### src/hdl/lcas_pkg.sv
// Package for the Life generation step: field widths, register indexes,
// per-cell stage flags and the neighborhood rule. No dependencies.
package lcas_pkg;

    localparam int GRID_W     = 11;     // width of grid_width / grid_height
    localparam int ROW_W      = 11;     // input row counter, holds up to height + 1
    localparam int CFG_IDX_W  = 4;
    localparam int STORE_W    = 2;      // line store bits per column
    localparam int MIN_DIM    = 3;
    localparam int MAX_HEIGHT = 1024;

    localparam logic [CFG_IDX_W-1:0] CFG_GRID_WIDTH  = 4'd0;
    localparam logic [CFG_IDX_W-1:0] CFG_GRID_HEIGHT = 4'd1;

    localparam logic REQ_CELL  = 1'b0;
    localparam logic REQ_FLUSH = 1'b1;

    // flags that travel with a request from the counters to the window stage
    typedef struct packed {
        logic alive;
        logic c_zero;
        logic emit;
        logic last;
        logic row_ge1;
        logic row_ge2;
    } t_stage;

    function automatic logic [1:0] col_count(input logic [2:0] col);
        col_count = 2'(col[0]) + 2'(col[1]) + 2'(col[2]);
    endfunction

    // B3/S23 with the center included in the sum
    function automatic logic life_rule(input logic [1:0] cnt_new,
                                       input logic [1:0] cnt_mid,
                                       input logic [1:0] cnt_old,
                                       input logic       center);
        logic [3:0] sum;
        sum = 4'(cnt_new) + 4'(cnt_mid) + 4'(cnt_old);
        life_rule = (sum == 4'd3) || (center && (sum == 4'd4));
    endfunction

endpackage

### src/hdl/lcas_line_store.sv
// Two-row line store of the Life step: one read and one write port,
// registered read data. Depends on lcas_pkg.
module lcas_line_store
    import lcas_pkg::*;
#(
    parameter int DEPTH = 1024,
    localparam int AW = $clog2(DEPTH)
) (
    input  logic               i_clk,
    input  logic               i_rd_en,
    input  logic [AW-1:0]      i_rd_addr,
    output logic [STORE_W-1:0] o_rd_data,
    input  logic               i_wr_en,
    input  logic [AW-1:0]      i_wr_addr,
    input  logic [STORE_W-1:0] i_wr_data
);

    logic [STORE_W-1:0] r_mem [DEPTH];
    logic [STORE_W-1:0] r_rd_data;

    always_ff @(posedge i_clk) begin
        if (i_wr_en) begin
            r_mem[i_wr_addr] <= i_wr_data;
        end
        if (i_rd_en) begin
            r_rd_data <= r_mem[i_rd_addr];
        end
    end

    assign o_rd_data = r_rd_data;

endmodule

### config.mk
export PLATFORM = sky130hd
export DESIGN_NAME = lcas_line_store
export DESIGN_NICKNAME = d
export VERILOG_FILES = /design/src/hdl/lcas_pkg.sv /design/src/hdl/lcas_line_store.sv
export SDC_FILE = /design/constraint.sdc
export NUM_CORES = 2
export LEC_CHECK = 0
export BUFFER_PORTS_ARGS = -buffer_cell sky130_fd_sc_hd__buf_2
export CAP_MARGIN = 20
export CORE_ASPECT_RATIO = 0.6
export CORE_UTILIZATION = 25
export CTS_BUF_LIST = sky130_fd_sc_hd__clkbuf_4 sky130_fd_sc_hd__clkbuf_8
export CTS_CLUSTER_SIZE = 10
export DETAILED_ROUTE_END_ITERATION = 8
export SYNTH_ARGS = -nofsm -noshare
export SYNTH_HDL_FRONTEND = slang
export SYNTH_SLANG_ARGS = --single-unit
### constraint.sdc
create_clock -name i_clk -period 3.6 [get_ports i_clk]
set_clock_uncertainty 0.1 [all_clocks]
set_input_delay 0.72 -clock i_clk [delete_from_list [all_inputs] [get_ports i_clk]]
set_output_delay 0.72 -clock i_clk [all_outputs]
set_load 0.005 [all_outputs]
After elaboration in Yosys (flattened, before gate mapping) --
Memory sizes are Yosys's and may differ from the RTL's. A register that Yosys moved wholly into a read port is not among the register bits. Cells that the tools add are included.
Word-level totals: word-level logic and storage cells 3, RAM bits 2048, output and inout port bits 2, bits in registers 0, memories 1
Memory list:
- r_mem | words 1024, bits a word 2, rd ports 1, clocked after Yosys merged registers in 1, wr ports 1, RTL line lcas_line_store.sv:18 | logic [STORE_W-1:0] r_mem [DEPTH];
Operators by class: mux-type cells 2
Operators by type and width (number):
- $mux 1 | 2

Logic depth before layout (Yosys ltp) --
word-level depth 2, gate-level depth with buffers 15

Worst setup path after synthesis --
OpenSTA, ideal clock, no wires.
path kind input port to flip-flop, from input port i_rd_addr[0], to register r_rd_data[1], in the netlist o_rd_data[1] (read register of r_mem) (data pin), arrival time 2.942 ns, slack 0.281 ns, stages on the path 12, data required time 3.223 ns, path buffers 5, cells stage by stage buf_6 buf_12 buf_8 buf_6 buf_6 mux4_2 a221oi_1 o21ai_0 nor3_1 o31ai_1 o31ai_1 nand4_1
RTL lines:
- start: declaration | RTL line lcas_line_store.sv:11 | input logic [AW-1:0] i_rd_addr,
- end: declaration | RTL line lcas_line_store.sv:19 | logic [STORE_W-1:0] r_rd_data;

==> impl_metrics.env <==
export IMPL_multiInputGateArea_um2=20600
export IMPL_max_stage_delay_ns=0.72
export IMPL_async_flop_share=0
export IMPL_clock_latency_ns=1.00
export IMPL_cts_buffers=281
export IMPL_floorplan_initialDensity=0.252
export IMPL_vdd_drop_max_v=0.000301
export IMPL_layout_setup_ws_ns=0.182
export IMPL_drtAntennaViolNets=0
export IMPL_post_cts_setup_buffers=0
export IMPL_cts_root_buffer="clkbuf_8"
export IMPL_clk_pin_slew_worst_paths_ns=0.08
export IMPL_seq_area_um2=61600
export IMPL_grt_use_total=0.152
export IMPL_drv_cap=0
export IMPL_cp_start_kind="input port"
export IMPL_ys_seq_area_frac=0.735
export IMPL_gp_congestion=0.847
export IMPL_worst_setup_path_end_kind="flip-flop"
export IMPL_grt_pass1_wl_mm=369
export IMPL_dp_cells=9406
export IMPL_syn_area_um2=83800
export IMPL_h_tree_depth=5
export IMPL_port_buffers=26
export IMPL_grt_ovfl_total=0
export IMPL_highest_layer="met5"
export IMPL_vias_per_cell=4.99
export IMPL_first_pass_iters=6
export IMPL_dieArea_um2=338000
export IMPL_drc_errors=0
export IMPL_required_ns=4.32
export IMPL_finalCriticalPeriod_ns=3.42
export IMPL_die_y_um=450
export IMPL_cpMaxStageDelayCell="nor3_4"
export IMPL_worst_path_most_repeated_cell="buf_4"
export IMPL_ios=27
export IMPL_relSlewSlack=0.208
export IMPL_worst_slew_pin_slew_ns=1.19
export IMPL_drtIter0Drc=8441
export IMPL_dp_hpwl_mm=163
export IMPL_synth_ff_type="edfxtp_1"
export IMPL_wire_per_inst_um=26.8
export IMPL_dr_total_vias=49300
export IMPL_synthesis_nets=4818
export IMPL_core_area_um2=333000
export IMPL_first_global_vias=48100
export IMPL_setup_viol=0
export IMPL_syn_avg_cell_area_um2=17.5
export IMPL_clock_path_buffers=4
export IMPL_crit_arrival_ns=4.14
export IMPL_synth_seq_cells=2050
export IMPL_tns_ns=0
export IMPL_final_max_slew_viol_count=0
export IMPL_std_cell_rows=164
export IMPL_nFillCells=32600
export IMPL_power_density_nw_per_um2=479
export IMPL_wl_met2_mm=106
export IMPL_synth_edf_count=2050
export IMPL_route_met3_wl_mm=42.5
export IMPL_path_cells="buf_8 > buf_4 > nand2_4 > buf_12 > buf_4 > o221ai_2 > nor3_1 > a21oi_1 > o2111ai_4 > nor3_4 > o311ai_0 > nand4_1"
export IMPL_worstSetupPathType="in2reg"
export IMPL_stdcell_count=9884
export IMPL_synth_distinct_cells=65
export IMPL_final_nets=5233
export IMPL_cts_tree="built"
export IMPL_fmax_mhz=293
export IMPL_routed_wl_mm=265
export IMPL_dieWidth_um=749
export IMPL_hold_path_class="in2reg"
export IMPL_dp_slack_ns=-1.30
export IMPL_area_delta_synth_final_pct=16.9
export IMPL_status="complete, no violations"
export IMPL_p_leak_uw=0.0297
export IMPL_rsz0062_at_grt="false"
export IMPL_cts_sinks=2050
export IMPL_synth_cells=4793
export IMPL_grt_max_degree=135
export IMPL_hold_viol_final=0
export IMPL_yosysWarningCount=0
export IMPL_fin_crit_sh=0.950
export IMPL_crit_fanout=15
export IMPL_met1_length_mm=111
export IMPL_antenna_found_initial=43
export IMPL_final_layout_size_suffix_gt1_frac=0.268
logic make-up after synthesis:
kind of cell | synth area share
multiplexers | 0.147
AO/OA/AOI/OAI | 0.0298
flip-flops | 0.735
buffers and inverters | 0.0249
AND/OR/NAND/NOR | 0.0640
Yosys cell counts (all sizes together), types with 13 or more instances:
| cell type | number | share of area |
|---|---|---|
| edfxtp | 2050 | 0.73 |
| o221ai | 83 | 0.0088 |
| nor2b | 13 | 0.00097 |
| clkbuf | 239 | 0.011 |
| a22o | 13 | 0.0014 |
| mux4 | 449 | 0.12 |
| buf | 157 | 0.014 |
| o21ai | 36 | 0.0022 |
| mux2i | 205 | 0.024 |
| a211oi | 13 | 0.0012 |
| nand2 | 96 | 0.0043 |
| nor2 | 1054 | 0.047 |
| a22oi | 45 | 0.0040 |
| a21oi | 70 | 0.0042 |
| nand4 | 13 | 0.00097 |
| nor3 | 45 | 0.0027 |
| nand3 | 39 | 0.0023 |
| a221oi | 13 | 0.0014 |
| o22ai | 45 | 0.0034 |
layer usage:
metal / vias to the layer above / track usage
li1: 19700 / -
met1: 25700 / 0.226
met2: 3469 / 0.204
met3: 386 / 0.0644
met4: 8 / 0.0292
met5: - / 0
worst max-delay path: cells and delay by family:
kind	cells	cell delay [ns]
simple gates	4	1.23
compound gates	4	1.21
buf+inv	4	0.91
final cells by class:
type | count | share of cell area
Sequential cell | 2050 | 0.629
Multi-Input combinational cell | 2341 | 0.210
Tap cell | 4482 | 0.0573
Timing Repair Buffer | 528 | 0.0513
Clock buffer | 375 | 0.0473
Clock inverter | 98 | 0.00500
Inverter | 6 | 0.000268
Antenna cell | 4 | 0.000102
cells in the final DEF, fill, tap and decap left out, types with 5 or more instances in the layout:
cell | synthesis | layout
and3_1 | 8 | 8
nor3b_1 | 10 | 9
nand3_4 | 0 | 24
a221oi_1 | 13 | 13
clkinvlp_4 | 0 | 5
buf_2 | 26 | 19
a22o_1 | 13 | 13
clkinv_1 | 1 | 68
mux4_2 | 449 | 449
nor2b_1 | 13 | 9
o221ai_1 | 82 | 81
a31oi_1 | 7 | 7
clkbuf_8 | 0 | 290
buf_4 | 28 | 416
nor4_1 | 9 | 9
buf_12 | 2 | 85
nand2_1 | 96 | 90
a21oi_1 | 70 | 69
nand2b_1 | 8 | 7
nor2_1 | 1054 | 1052
nor3_1 | 45 | 43
o31ai_1 | 5 | 5
mux2_2 | 8 | 8
and2_1 | 6 | 5
edfxtp_1 | 2050 | 2050
nand3_1 | 39 | 15
clkbuf_4 | 0 | 85
nand4_1 | 13 | 13
clkinv_2 | 0 | 21
mux2i_1 | 205 | 205
a211oi_1 | 13 | 13
a22oi_1 | 45 | 45
nand2_2 | 0 | 5
o21ai_0 | 36 | 35
o22ai_1 | 45 | 44
stage by stage:
stage	total power, uW	utilization	hold slack (ns)	cell area [um^2]
after floorplan	28200	-	0.719	83800
after global placement	29700	0.278	1.00	92700
after detailed placement	29800	0.278	1.01	92700
after CTS	47100	0.294	0.0197	97900
after global routing	48200	0.294	0.0460	97900
final	46900	0.294	0.0611	97900
final timing paths:
kind | from | end | slack [ns] | depth (start not counted)
setup / recovery | i_rd_addr[1] | o_rd_data[0] | 0.18 | 12
hold / removal | i_wr_addr[0] | r_mem[822][1] | 0.06 | 2
setup reg to reg | r_mem[959][1] | o_rd_data[1] | 0.30 | 10
hold reg to reg | r_mem[310][0] | o_rd_data[0] | 1.14 | 6
repair_timing:
item / CTS / global route
resized for setup: 2 / 6
hold buffers: 1 / 0
pin swaps: 1 / 2
setup endpoints to repair: 1 / 2
hold endpoints to repair: 2 / 0
flip-flops by register name, summed over array words and instances, names as in the netlist:
signal / flops
o_rd_data: 2
r_mem: 2048
power by group:
part	total (uW)	switching, uW	leakage [uW]	internal, uW
Combinational	3060	1910	0.00853	1140
Clock	17600	9120	0.00271	8490
Sequential	26300	11.5	0.0184	26200
Note: power is estimated with default switching activity, not from simulation.
