File: config.mk
export PLATFORM = sky130hd
export DESIGN_NAME = lcas_col_cell
export DESIGN_NICKNAME = d
export VERILOG_FILES = /design/src/hdl/lcas_pkg.sv /design/src/hdl/lcas_col_cell.sv
export SDC_FILE = /design/constraint.sdc
export NUM_CORES = 1
export LEC_CHECK = 0
export BUFFER_PORTS_ARGS = -buffer_cell sky130_fd_sc_hd__buf_4
export CORE_AREA = 4 4 41 43
export CTS_CLUSTER_SIZE = 14
export DETAILED_ROUTE_END_ITERATION = 8
export DIE_AREA = 0 0 45 47
export REMOVE_ABC_BUFFERS = 1
export SETUP_SLACK_MARGIN = 0.15
export SLEW_MARGIN = 25
export SYNTH_ARGS = -nofsm -noshare
export SYNTH_HDL_FRONTEND = slang
export SYNTH_SLANG_ARGS = --single-unit
File: constraint.sdc
create_clock -name i_clk -period 2.35 [get_ports i_clk]
set_clock_uncertainty 0.1 [all_clocks]
set_input_delay 0 -clock i_clk [delete_from_list [all_inputs] [get_ports i_clk]]
set_output_delay 0 -clock i_clk [all_outputs]
set_load 0.01 [all_outputs]
File: src/hdl/lcas_pkg.sv
// Package for the Life generation step: field widths, register indexes,
// per-cell stage flags and the neighborhood rule. No dependencies.
package lcas_pkg;

    localparam int GRID_W     = 11;     // width of grid_width / grid_height
    localparam int ROW_W      = 11;     // input row counter, holds up to height + 1
    localparam int CFG_IDX_W  = 4;
    localparam int STORE_W    = 2;      // line store bits per column
    localparam int MIN_DIM    = 3;
    localparam int MAX_HEIGHT = 1024;

    localparam logic [CFG_IDX_W-1:0] CFG_GRID_WIDTH  = 4'd0;
    localparam logic [CFG_IDX_W-1:0] CFG_GRID_HEIGHT = 4'd1;

    localparam logic REQ_CELL  = 1'b0;
    localparam logic REQ_FLUSH = 1'b1;

    // flags that travel with a request from the counters to the window stage
    typedef struct packed {
        logic alive;
        logic c_zero;
        logic emit;
        logic last;
        logic row_ge1;
        logic row_ge2;
    } t_stage;

    function automatic logic [1:0] col_count(input logic [2:0] col);
        col_count = 2'(col[0]) + 2'(col[1]) + 2'(col[2]);
    endfunction

    // B3/S23 with the center included in the sum
    function automatic logic life_rule(input logic [1:0] cnt_new,
                                       input logic [1:0] cnt_mid,
                                       input logic [1:0] cnt_old,
                                       input logic       center);
        logic [3:0] sum;
        sum = 4'(cnt_new) + 4'(cnt_mid) + 4'(cnt_old);
        life_rule = (sum == 4'd3) || (center && (sum == 4'd4));
    endfunction

endpackage

File: src/hdl/lcas_col_cell.sv
// One column cell of the 3x3 window: holds three rows of a column and their
// live count, and hands them to the next cell on each shift. Uses lcas_pkg.
module lcas_col_cell
    import lcas_pkg::*;
(
    input  logic       i_clk,
    input  logic       i_rst_n,
    input  logic       i_load,
    input  logic       i_clear,
    input  logic [2:0] i_col,
    output logic [2:0] o_col,
    output logic [1:0] o_cnt
);

    logic [2:0] r_col, n_col;
    logic [1:0] r_cnt, n_cnt;

    always_comb begin
        n_col = r_col;
        n_cnt = r_cnt;
        if (i_load) begin
            n_col = i_clear ? 3'b000 : i_col;
            n_cnt = i_clear ? 2'd0 : col_count(i_col);
        end
    end

    always_ff @(posedge i_clk) begin
        if (!i_rst_n) begin
            r_col <= 3'b000;
            r_cnt <= 2'd0;
        end else begin
            r_col <= n_col;
            r_cnt <= n_cnt;
        end
    end

    assign o_col = r_col;
    assign o_cnt = r_cnt;

endmodule

# [Word level (Yosys, flattened, before mapping)]
# Index checks and enable logic that the tools add are counted.
[op_classes] addsub=2 n_mux=2
[ops] cell="$mux 3" count=1
[ops] cell="$add 1x1->2" count=1
[ops] cell="$add 2x1->2" count=1
[ops] cell="$mux 2" count=1
[totals] reg_bits=5 inputBits=7 out_inout_bits=5 elab_cells=6

# [Longest topological paths before layout]
# Gate-level depths: netlist of run 1.
[logic_depth] word_depth=3 mapped_depth=3 mapped_depth_nobuf=3

# [Least setup slack after synthesis of run 1]
# No wires, ideal clock.
[synth_timing] path_kind="in2reg" start="in i_col[0]" end="reg r_cnt[0] (netlist: o_cnt[0])" setup_ns=0.069 t_arrival_ns=0.648 required_time_ns=2.181 path_slack_ns=1.534 cell_stages=3 n_path_buf=0 cell_sequence="fa_1 nand2_1 o21ai_1"
[synth_between] elab_chain_cells=3
[synth_rtl] element="start, declared" line="lcas_col_cell.sv:10" rtl="input logic [2:0] i_col,"
[synth_rtl] element="$add 1x1->2" line="lcas_pkg.sv:29" rtl="col_count = 2'(col[0]) + 2'(col[1]) + 2'(col[2]);"
[synth_rtl] element="$add 2x1->2" line="lcas_pkg.sv:29"
[synth_rtl] element="$mux 2" line="lcas_col_cell.sv:23" rtl="n_cnt = i_clear ? 2'd0 : col_count(i_col);"
[synth_rtl] element="end signal, assigned" line="lcas_col_cell.sv:33" rtl="r_cnt <= n_cnt;"
[synth_rtl] element="end, declared" line="lcas_col_cell.sv:16" rtl="logic [1:0] r_cnt, n_cnt;"
# No other way between the ends.
# A chain may end at the register's enable or synchronous reset.

==> impl_metrics.prom, run 1 <==
# TYPE chip_impl_metric gauge
chip_impl_metric{name="yosys.cell_types.count",unit=""} 7
chip_impl_metric{name="achievable-frequency",unit="MHz"} 516
chip_impl_info{name="r2r-end",value="o_cnt[1]"} 1
chip_impl_metric{name="ys.warnings.count",unit=""} 0
chip_impl_metric{name="worst_slew_margin_rel",unit=""} 0.921
chip_impl_metric{name="syn-instance-count",unit=""} 23
chip_impl_metric{name="drt-initial-drc-count",unit=""} 1
chip_impl_metric{name="wl",unit="um"} 661
chip_impl_metric{name="cts_resized",unit=""} 0
chip_impl_info{name="root_buffer_master",value="sky130_fd_sc_hd__clkbuf_4"} 1
chip_impl_metric{name="post-route-min-period",unit="ns"} 1.94
chip_impl_metric{name="detailed_place.area",unit="um2"} 312
chip_impl_metric{name="worst_slew_pin_slew",unit="ns"} 0.118
chip_impl_metric{name="drtPass1Iterations",unit=""} 2
chip_impl_metric{name="cts.htree.levels",unit=""} 1
chip_impl_metric{name="antenna-diode-count",unit=""} 0
chip_impl_metric{name="dieWidth",unit="um"} 45
chip_impl_metric{name="route.vias.total",unit=""} 265
chip_impl_info{name="crit_chain",value="dlygate4sd3_1, buf_4, nand3b_1, dlygate4sd3_1, o21ai_1, dlygate4sd3_1"} 1
chip_impl_info{name="timing.critical_path.mode_cell",value="sky130_fd_sc_hd__dlygate4sd3_1"} 1
chip_impl_metric{name="fp.dieH",unit="um"} 47
chip_impl_metric{name="synth_seq_area_share",unit=""} 0.460
chip_impl_metric{name="grt_first_pass_wirelength",unit="um"} 1030
chip_impl_metric{name="postSynthAreaPerCell",unit="um2"} 9.47
chip_impl_metric{name="power_density",unit="nW/um2"} 503
chip_impl_metric{name="grt.overflow.total",unit=""} 0
chip_impl_metric{name="floorplan.core_area",unit="um2"} 1300
chip_impl_metric{name="min_path_cells",unit=""} 3
chip_impl_info{name="setup_crit_end_kind",value="flop"} 1
chip_impl_metric{name="clock_sinks",unit=""} 5
chip_impl_metric{name="peakVddDrop",unit="mV"} 0.231
chip_impl_metric{name="route.detailed.drc",unit=""} 0
chip_impl_metric{name="grt_start_max_net_pins",unit=""} 11
chip_impl_metric{name="floorplan_die_area",unit="um2"} 2120
chip_impl_metric{name="clkLatencyLatePin",unit="ns"} 0.24
chip_impl_metric{name="finalHoldViolations",unit=""} 0
chip_impl_metric{name="grt_usage",unit=""} 0.0744
chip_impl_metric{name="cts.clk_slew.worst_paths",unit="ns"} 0.04
chip_impl_info{name="grt_setup_unrepaired",value="false"} 1
chip_impl_metric{name="syn2layout_area_growth",unit="%"} 115
chip_impl_info{name="mostFrequentLayoutCell",value="sky130_fd_sc_hd__dlygate4sd3_1"} 1
chip_impl_info{name="worst_hold_path.endpoint",value="o_cnt[0]"} 1
chip_impl_metric{name="cp.arrival",unit="ns"} 2.02
chip_impl_info{name="worstHoldStart",value="i_clear"} 1
chip_impl_info{name="critical-path-slowest-cell",value="sky130_fd_sc_hd__dlygate4sd3_1"} 1
chip_impl_info{name="critical_path.top_delay_family",value="buffers and inverters"} 1
chip_impl_metric{name="post_synth_instance_area",unit="um2"} 218
chip_impl_metric{name="use_met3",unit=""} 0.0345
chip_impl_metric{name="clock_path_buffers",unit=""} 2
chip_impl_info{name="grt.busiest_layer",value="met2"} 1
chip_impl_metric{name="setup.reg_to_reg.worst_slack",unit="ns"} 0.60
chip_impl_metric{name="critical-path-max-stage-delay",unit="ns"} 0.55
chip_impl_metric{name="portbufs",unit=""} 11
chip_impl_metric{name="gr_layer_usage_met2",unit=""} 0.110
chip_impl_metric{name="totalNegativeSetupSlack",unit="ns"} 0
chip_impl_metric{name="layout_worst_path_cycle_share",unit=""} 0.825
chip_impl_metric{name="ff2ff_path_depth",unit=""} 4
chip_impl_info{name="setup.worst_path.class",value="in2reg"} 1
chip_impl_metric{name="antenna_found_initial",unit=""} 0
chip_impl_metric{name="via_count_normalized_by_instance_count",unit=""} 4.08
chip_impl_metric{name="worstPathBufferInverterCount",unit=""} 4
chip_impl_metric{name="gp_routability_congestion",unit=""} 0.660
chip_impl_metric{name="count_of_nets_after_finishing",unit=""} 59
chip_impl_metric{name="finalNonFillerCells",unit=""} 65
chip_impl_metric{name="num_io_pins",unit=""} 12
chip_impl_info{name="startpoint_type",value="input port"} 1
chip_impl_info{name="regToRegStartpoint",value="o_cnt[1]"} 1
chip_impl_info{name="most-common-layout-cells",value="13 x sky130_fd_sc_hd__dlygate4sd3_1, 11 x sky130_fd_sc_hd__buf_4"} 1
chip_impl_metric{name="detail-route-antenna-nets",unit=""} 0
chip_impl_info{name="run_status",value="completed"} 1
chip_impl_metric{name="place_inst",unit=""} 48
chip_impl_metric{name="timing_max_transition_violations_final",unit=""} 0
chip_impl_metric{name="setup_violations",unit=""} 0
chip_impl_metric{name="grt_pass1_vias",unit=""} 263
chip_impl_metric{name="initial_core_utilization",unit=""} 0.167
chip_impl_metric{name="grt_util_met1",unit=""} 0.0709
chip_impl_metric{name="total_power",unit="uW"} 236
chip_impl_metric{name="cts_inserted_buffers",unit=""} 3
chip_impl_metric{name="critical_path_required",unit="ns"} 2.43
chip_impl_info{name="clock_tree_from_tritoncts",value="yes"} 1
chip_impl_info{name="hold_path.class",value="in2reg"} 1
chip_impl_metric{name="core.rowCount",unit=""} 13
chip_impl_metric{name="routed_wire_length_per_instance",unit="um"} 10.2
chip_impl_metric{name="yosys_register_bits",unit=""} 5
chip_impl_metric{name="finish.instance_area",unit="um2"} 468
chip_impl_metric{name="top_fanout_value_on_the_critical_path",unit=""} 6
chip_impl_metric{name="total_leakage_power",unit="uW"} 0.000201
chip_impl_metric{name="hold_ws",unit="ns"} 0.00997
chip_impl_metric{name="final_layout_size_suffix_gt1_frac",unit=""} 0.300
chip_impl_metric{name="max-cap-violations",unit=""} 0
==> synthesized netlist by cell type <==
| cell type | number | area share |
|---|---|---|
| sky130_fd_sc_hd__o21ai_1 | 5 | 0.11 |
| sky130_fd_sc_hd__fa_1 | 1 | 0.092 |
| sky130_fd_sc_hd__buf_4 | 1 | 0.034 |
| sky130_fd_sc_hd__nand2_1 | 5 | 0.086 |
| sky130_fd_sc_hd__nand2b_2 | 1 | 0.040 |
| sky130_fd_sc_hd__dfxtp_1 | 5 | 0.46 |
| sky130_fd_sc_hd__nand3b_1 | 5 | 0.17 |
==> power by group <==
group / internal (uW) / switching, uW
Sequential: 88.9 / 1.94
Clock: 64.2 / 35.8
Combinational: 28.4 / 16.3
==> logic make-up (layout without fill, tap and decap cells) <==
logic type | after synthesis | in the layout | share of synthesized area
flip-flops | 5 | 5 | 0.460
AND/OR/NAND/NOR | 11 | 11 | 0.299
buffers and inverters | 1 | 28 | 0.0345
AO/OA/AOI/OAI | 5 | 5 | 0.115
adder cells (fa/ha/maj) | 1 | 1 | 0.0920
==> what timing repair did <==
action                                 in CTS  in global routing
hold buffers                               13                  0
buffers inserted                            0                  0
endpoints found under the hold margin       5                  0
==> layout make-up <==
class / count / area (um2)
fillers: 153 / 833
multi-input cells: 17 / 110
repair buffers: 24 / 213
well taps: 15 / 18.8
flip-flops and latches: 5 / 100
clock buffers: 4 / 26.3
==> state kept, by name, summed over array words and instances (netlist names) <==
register,flops
o_col,3
o_cnt,2
==> worst max path at each step <==
stage	depth (start not counted)	slack, ns	end	start
2_1_floorplan	3	1.53	o_cnt[0]	i_col[0]
3_3_place_gp	4	1.39	o_cnt[0]	i_col[0]
3_5_place_dp	4	1.37	o_cnt[0]	i_col[0]
4_1_cts	6	0.44	o_cnt[1]	i_load
5_1_grt	6	0.37	o_col[0]	i_rst_n
6_report	6	0.41	o_cnt[1]	i_load
==> per-stage QoR <==
| step | setup WS, ns | util |
|---|---|---|
| 2_1_floorplan | 1.53 | - |
| 3_3_place_gp | 1.39 | 0.239 |
| 3_5_place_dp | 1.37 | 0.239 |
| 4_1_cts | 0.440 | 0.360 |
| 5_1_grt | 0.366 | 0.360 |
| 6_report | 0.412 | 0.360 |
==> per-layer routing <==
layer  part of all wire  vias to the layer above  wire length, um
met3              0.089                        4               59
met1               0.41                      119              270
li1                   -                      132                -
met5                  0                        -                0
met2               0.46                       10              307
met4              0.036                        0               24
==> worst register-to-register path, delay by kind of cell, from the launching register on <==
kind,cells,cell delay (ns)
DFF,1,0.31
AOI/OAI and AO/OA,1,0.06
buffers and inverters,2,1.09
and+or+nand+nor,1,0.07
Note: power is estimated with default switching activity, not from simulation.
==> run 2: changes to the inputs <==
Clock period 2.35 ns to 1.7 ns, I/O delays scaled along.
==> run 2 against run 1 <==
Against the previous run:
- first-iteration DRC count rose to 3.0 times the previous value
- sequential share of layout area up 2.6 points
- cell count down 7.7%
- combinational power up 24%
- sequential power up 39%
- non-clock buffer count down 5
- critical path type unchanged
- critical endpoint is now o_col[1]
- largest cell class unchanged
==> impl_metrics.prom, run 2 (same netlist as run 1, synthesis figures left out) <==
# TYPE chip_impl_metric gauge
chip_impl_info{name="run_status",value="completed"} 1
chip_impl_metric{name="place_inst",unit=""} 48
chip_impl_info{name="setup_crit_end_kind",value="flop"} 1
chip_impl_metric{name="cts.clk_slew.worst_paths",unit="ns"} 0.04
chip_impl_metric{name="floorplan.core_area",unit="um2"} 1300
chip_impl_metric{name="clock_sinks",unit=""} 5
chip_impl_info{name="hold_path.class",value="in2reg"} 1
chip_impl_metric{name="route.detailed.drc",unit=""} 0
chip_impl_metric{name="achievable-frequency",unit="MHz"} 744
chip_impl_metric{name="register_area",unit="um2"} 100
chip_impl_metric{name="core.rowCount",unit=""} 13
chip_impl_info{name="crit_chain",value="dlygate4sd3_1, buf_4, nand2_1, dlygate4sd3_1, o21ai_1"} 1
chip_impl_metric{name="critical_path_required",unit="ns"} 1.76
chip_impl_metric{name="final_layout_size_suffix_gt1_frac",unit=""} 0.333
chip_impl_metric{name="finalHoldViolations",unit=""} 0
chip_impl_metric{name="finalNonFillerCells",unit=""} 60
chip_impl_metric{name="detail-route-antenna-nets",unit=""} 0
chip_impl_info{name="root_buffer_master",value="sky130_fd_sc_hd__clkbuf_4"} 1
chip_impl_metric{name="portbufs",unit=""} 11
chip_impl_metric{name="post-route-min-period",unit="ns"} 1.34
chip_impl_metric{name="wl",unit="um"} 588
chip_impl_metric{name="clock_path_buffers",unit=""} 2
chip_impl_metric{name="cts_inserted_buffers",unit=""} 3
chip_impl_info{name="critical-path-slowest-cell",value="sky130_fd_sc_hd__dlygate4sd3_1"} 1
chip_impl_metric{name="dieWidth",unit="um"} 45
chip_impl_metric{name="timing_max_transition_violations_final",unit=""} 0
chip_impl_metric{name="clkLatencyLatePin",unit="ns"} 0.23
chip_impl_metric{name="route.vias.total",unit=""} 233
chip_impl_metric{name="p_seq_frac",unit=""} 0.401
chip_impl_metric{name="p_switching",unit="uW"} 67.6
chip_impl_metric{name="totalNegativeSetupSlack",unit="ns"} 0
chip_impl_metric{name="cts.htree.levels",unit=""} 1
chip_impl_metric{name="fill_cells",unit=""} 150
chip_impl_metric{name="hold_ws",unit="ns"} 0.0214
chip_impl_metric{name="multiInputGateArea",unit="um2"} 110
chip_impl_metric{name="count_of_nets_after_finishing",unit=""} 54
chip_impl_metric{name="max-cap-violations",unit=""} 0
chip_impl_metric{name="routed_wire_length_per_instance",unit="um"} 9.80
chip_impl_info{name="clock_tree_from_tritoncts",value="yes"} 1
chip_impl_metric{name="grt_start_max_net_pins",unit=""} 11
chip_impl_metric{name="antenna_found_initial",unit=""} 0
chip_impl_metric{name="power_density",unit="nW/um2"} 750
chip_impl_metric{name="p_sw_frac",unit=""} 0.216
chip_impl_metric{name="largest_register_ff_count",unit=""} 3
chip_impl_metric{name="critical-path-max-stage-delay",unit="ns"} 0.55
chip_impl_info{name="startpoint_type",value="input port"} 1
chip_impl_metric{name="layout_worst_path_cycle_share",unit=""} 0.790
chip_impl_metric{name="drtPass1Iterations",unit=""} 4
chip_impl_metric{name="antenna-diode-count",unit=""} 0
chip_impl_metric{name="gp_routability_congestion",unit=""} 0.700
chip_impl_metric{name="power_frac_comb",unit=""} 0.177
chip_impl_metric{name="setup_violations",unit=""} 0
chip_impl_metric{name="initial_core_utilization",unit=""} 0.167
chip_impl_metric{name="p_int",unit="uW"} 246
chip_impl_info{name="setup.worst_path.class",value="in2reg"} 1
chip_impl_metric{name="via_count_normalized_by_instance_count",unit=""} 3.88
chip_impl_info{name="timing.critical_path.mode_cell",value="sky130_fd_sc_hd__dlygate4sd3_1"} 1
chip_impl_metric{name="cts_resized",unit=""} 0
chip_impl_metric{name="syn2layout_area_growth",unit="%"} 92.0
chip_impl_info{name="most-common-layout-cells",value="11 x sky130_fd_sc_hd__buf_4, 8 x sky130_fd_sc_hd__dlygate4sd3_1"} 1
chip_impl_metric{name="cp.arrival",unit="ns"} 1.41
chip_impl_metric{name="num_io_pins",unit=""} 12
chip_impl_info{name="grt_setup_unrepaired",value="false"} 1
chip_impl_metric{name="grt_usage",unit=""} 0.0697
chip_impl_metric{name="fp.dieH",unit="um"} 47
chip_impl_metric{name="final_util",unit=""} 0.321
chip_impl_metric{name="grt_first_pass_wirelength",unit="um"} 972
chip_impl_metric{name="drt-initial-drc-count",unit=""} 3
chip_impl_metric{name="grt.overflow.total",unit=""} 0
chip_impl_metric{name="worst_slew_pin_slew",unit="ns"} 0.118
chip_impl_metric{name="floorplan_die_area",unit="um2"} 2120
chip_impl_metric{name="part_of_the_total_power_dissipated_in_the_clock_network",unit=""} 0.422
chip_impl_metric{name="total_leakage_power",unit="uW"} 0.000173
chip_impl_metric{name="total_power",unit="uW"} 313
chip_impl_metric{name="grt_pass1_vias",unit=""} 255
chip_impl_metric{name="worst_slew_margin_rel",unit=""} 0.921
chip_impl_metric{name="top_fanout_value_on_the_critical_path",unit=""} 10
chip_impl_info{name="mostFrequentLayoutCell",value="sky130_fd_sc_hd__buf_4"} 1
chip_impl_metric{name="peakVddDrop",unit="mV"} 0.234
## run 2: changes by cell type in the layout (fill, tap and decap cells not counted), sizes merged
cell         before  now
dlygate4sd3      13    8
## run 2: path summary, 6_finish.rpt
path | from | end | slack (ns) | cells after the start
worst min register to register | o_col[0] | o_col[0] | 0.37 | 2
worst max-delay path | i_rst_n | o_col[1] | 0.36 | 5
worst max register to register | o_cnt[1] | o_cnt[1] | 1.04 | 2
worst min-delay path | i_clear | o_col[0] | 0.02 | 3
## run 2: timing repair
action                                  in CTS  in global routing
hold buffers                                 8                  0
setup buffers                                0                  0
endpoints found under the setup margin       0                  0
hold endpoints to repair                     5                  0
## run 2: cell type report
cell class                      count  share of cell area
Timing Repair Buffer               19               0.389
Tap cell                           15              0.0449
Clock buffer                        4              0.0629
Sequential cell                     5               0.240
Multi-Input combinational cell     17               0.263
## run 2: layer usage
layer  up-vias  part of all wire  track usage
met4         0                 0       0.0702
met5         -                 0            0
li1        122                 -            -
met1       101              0.44       0.0709
met2        10              0.46        0.102
met3         0              0.11       0.0345
## run 2: power by group through the flow
stage / Sequential, uW / Combinational (uW) / Clock [uW]
floorplan: 130 / 12.4 / 0
global placement: 127 / 41.0 / 0
detailed placement: 128 / 41.6 / 0
CTS: 126 / 56.1 / 140
global route: 126 / 61.6 / 151
finish: 126 / 55.6 / 132
## run 2: worst max-delay path, delay by kind of cell
kind                   cells  cell delay (ns)
and+or+nand+nor            1             0.05
AOI/OAI and AO/OA          1             0.12
buffers and inverters      3             1.23
## run 2: per-stage QoR
| step | worst slack, ns | instance area [um2] |
|---|---|---|
| 2_1_floorplan | 0.884 | 210 |
| 3_3_place_gp | 0.750 | 312 |
| 3_5_place_dp | 0.709 | 312 |
| 4_1_cts | 0.363 | 418 |
| 5_1_grt | 0.292 | 418 |
| 6_report | 0.357 | 418 |
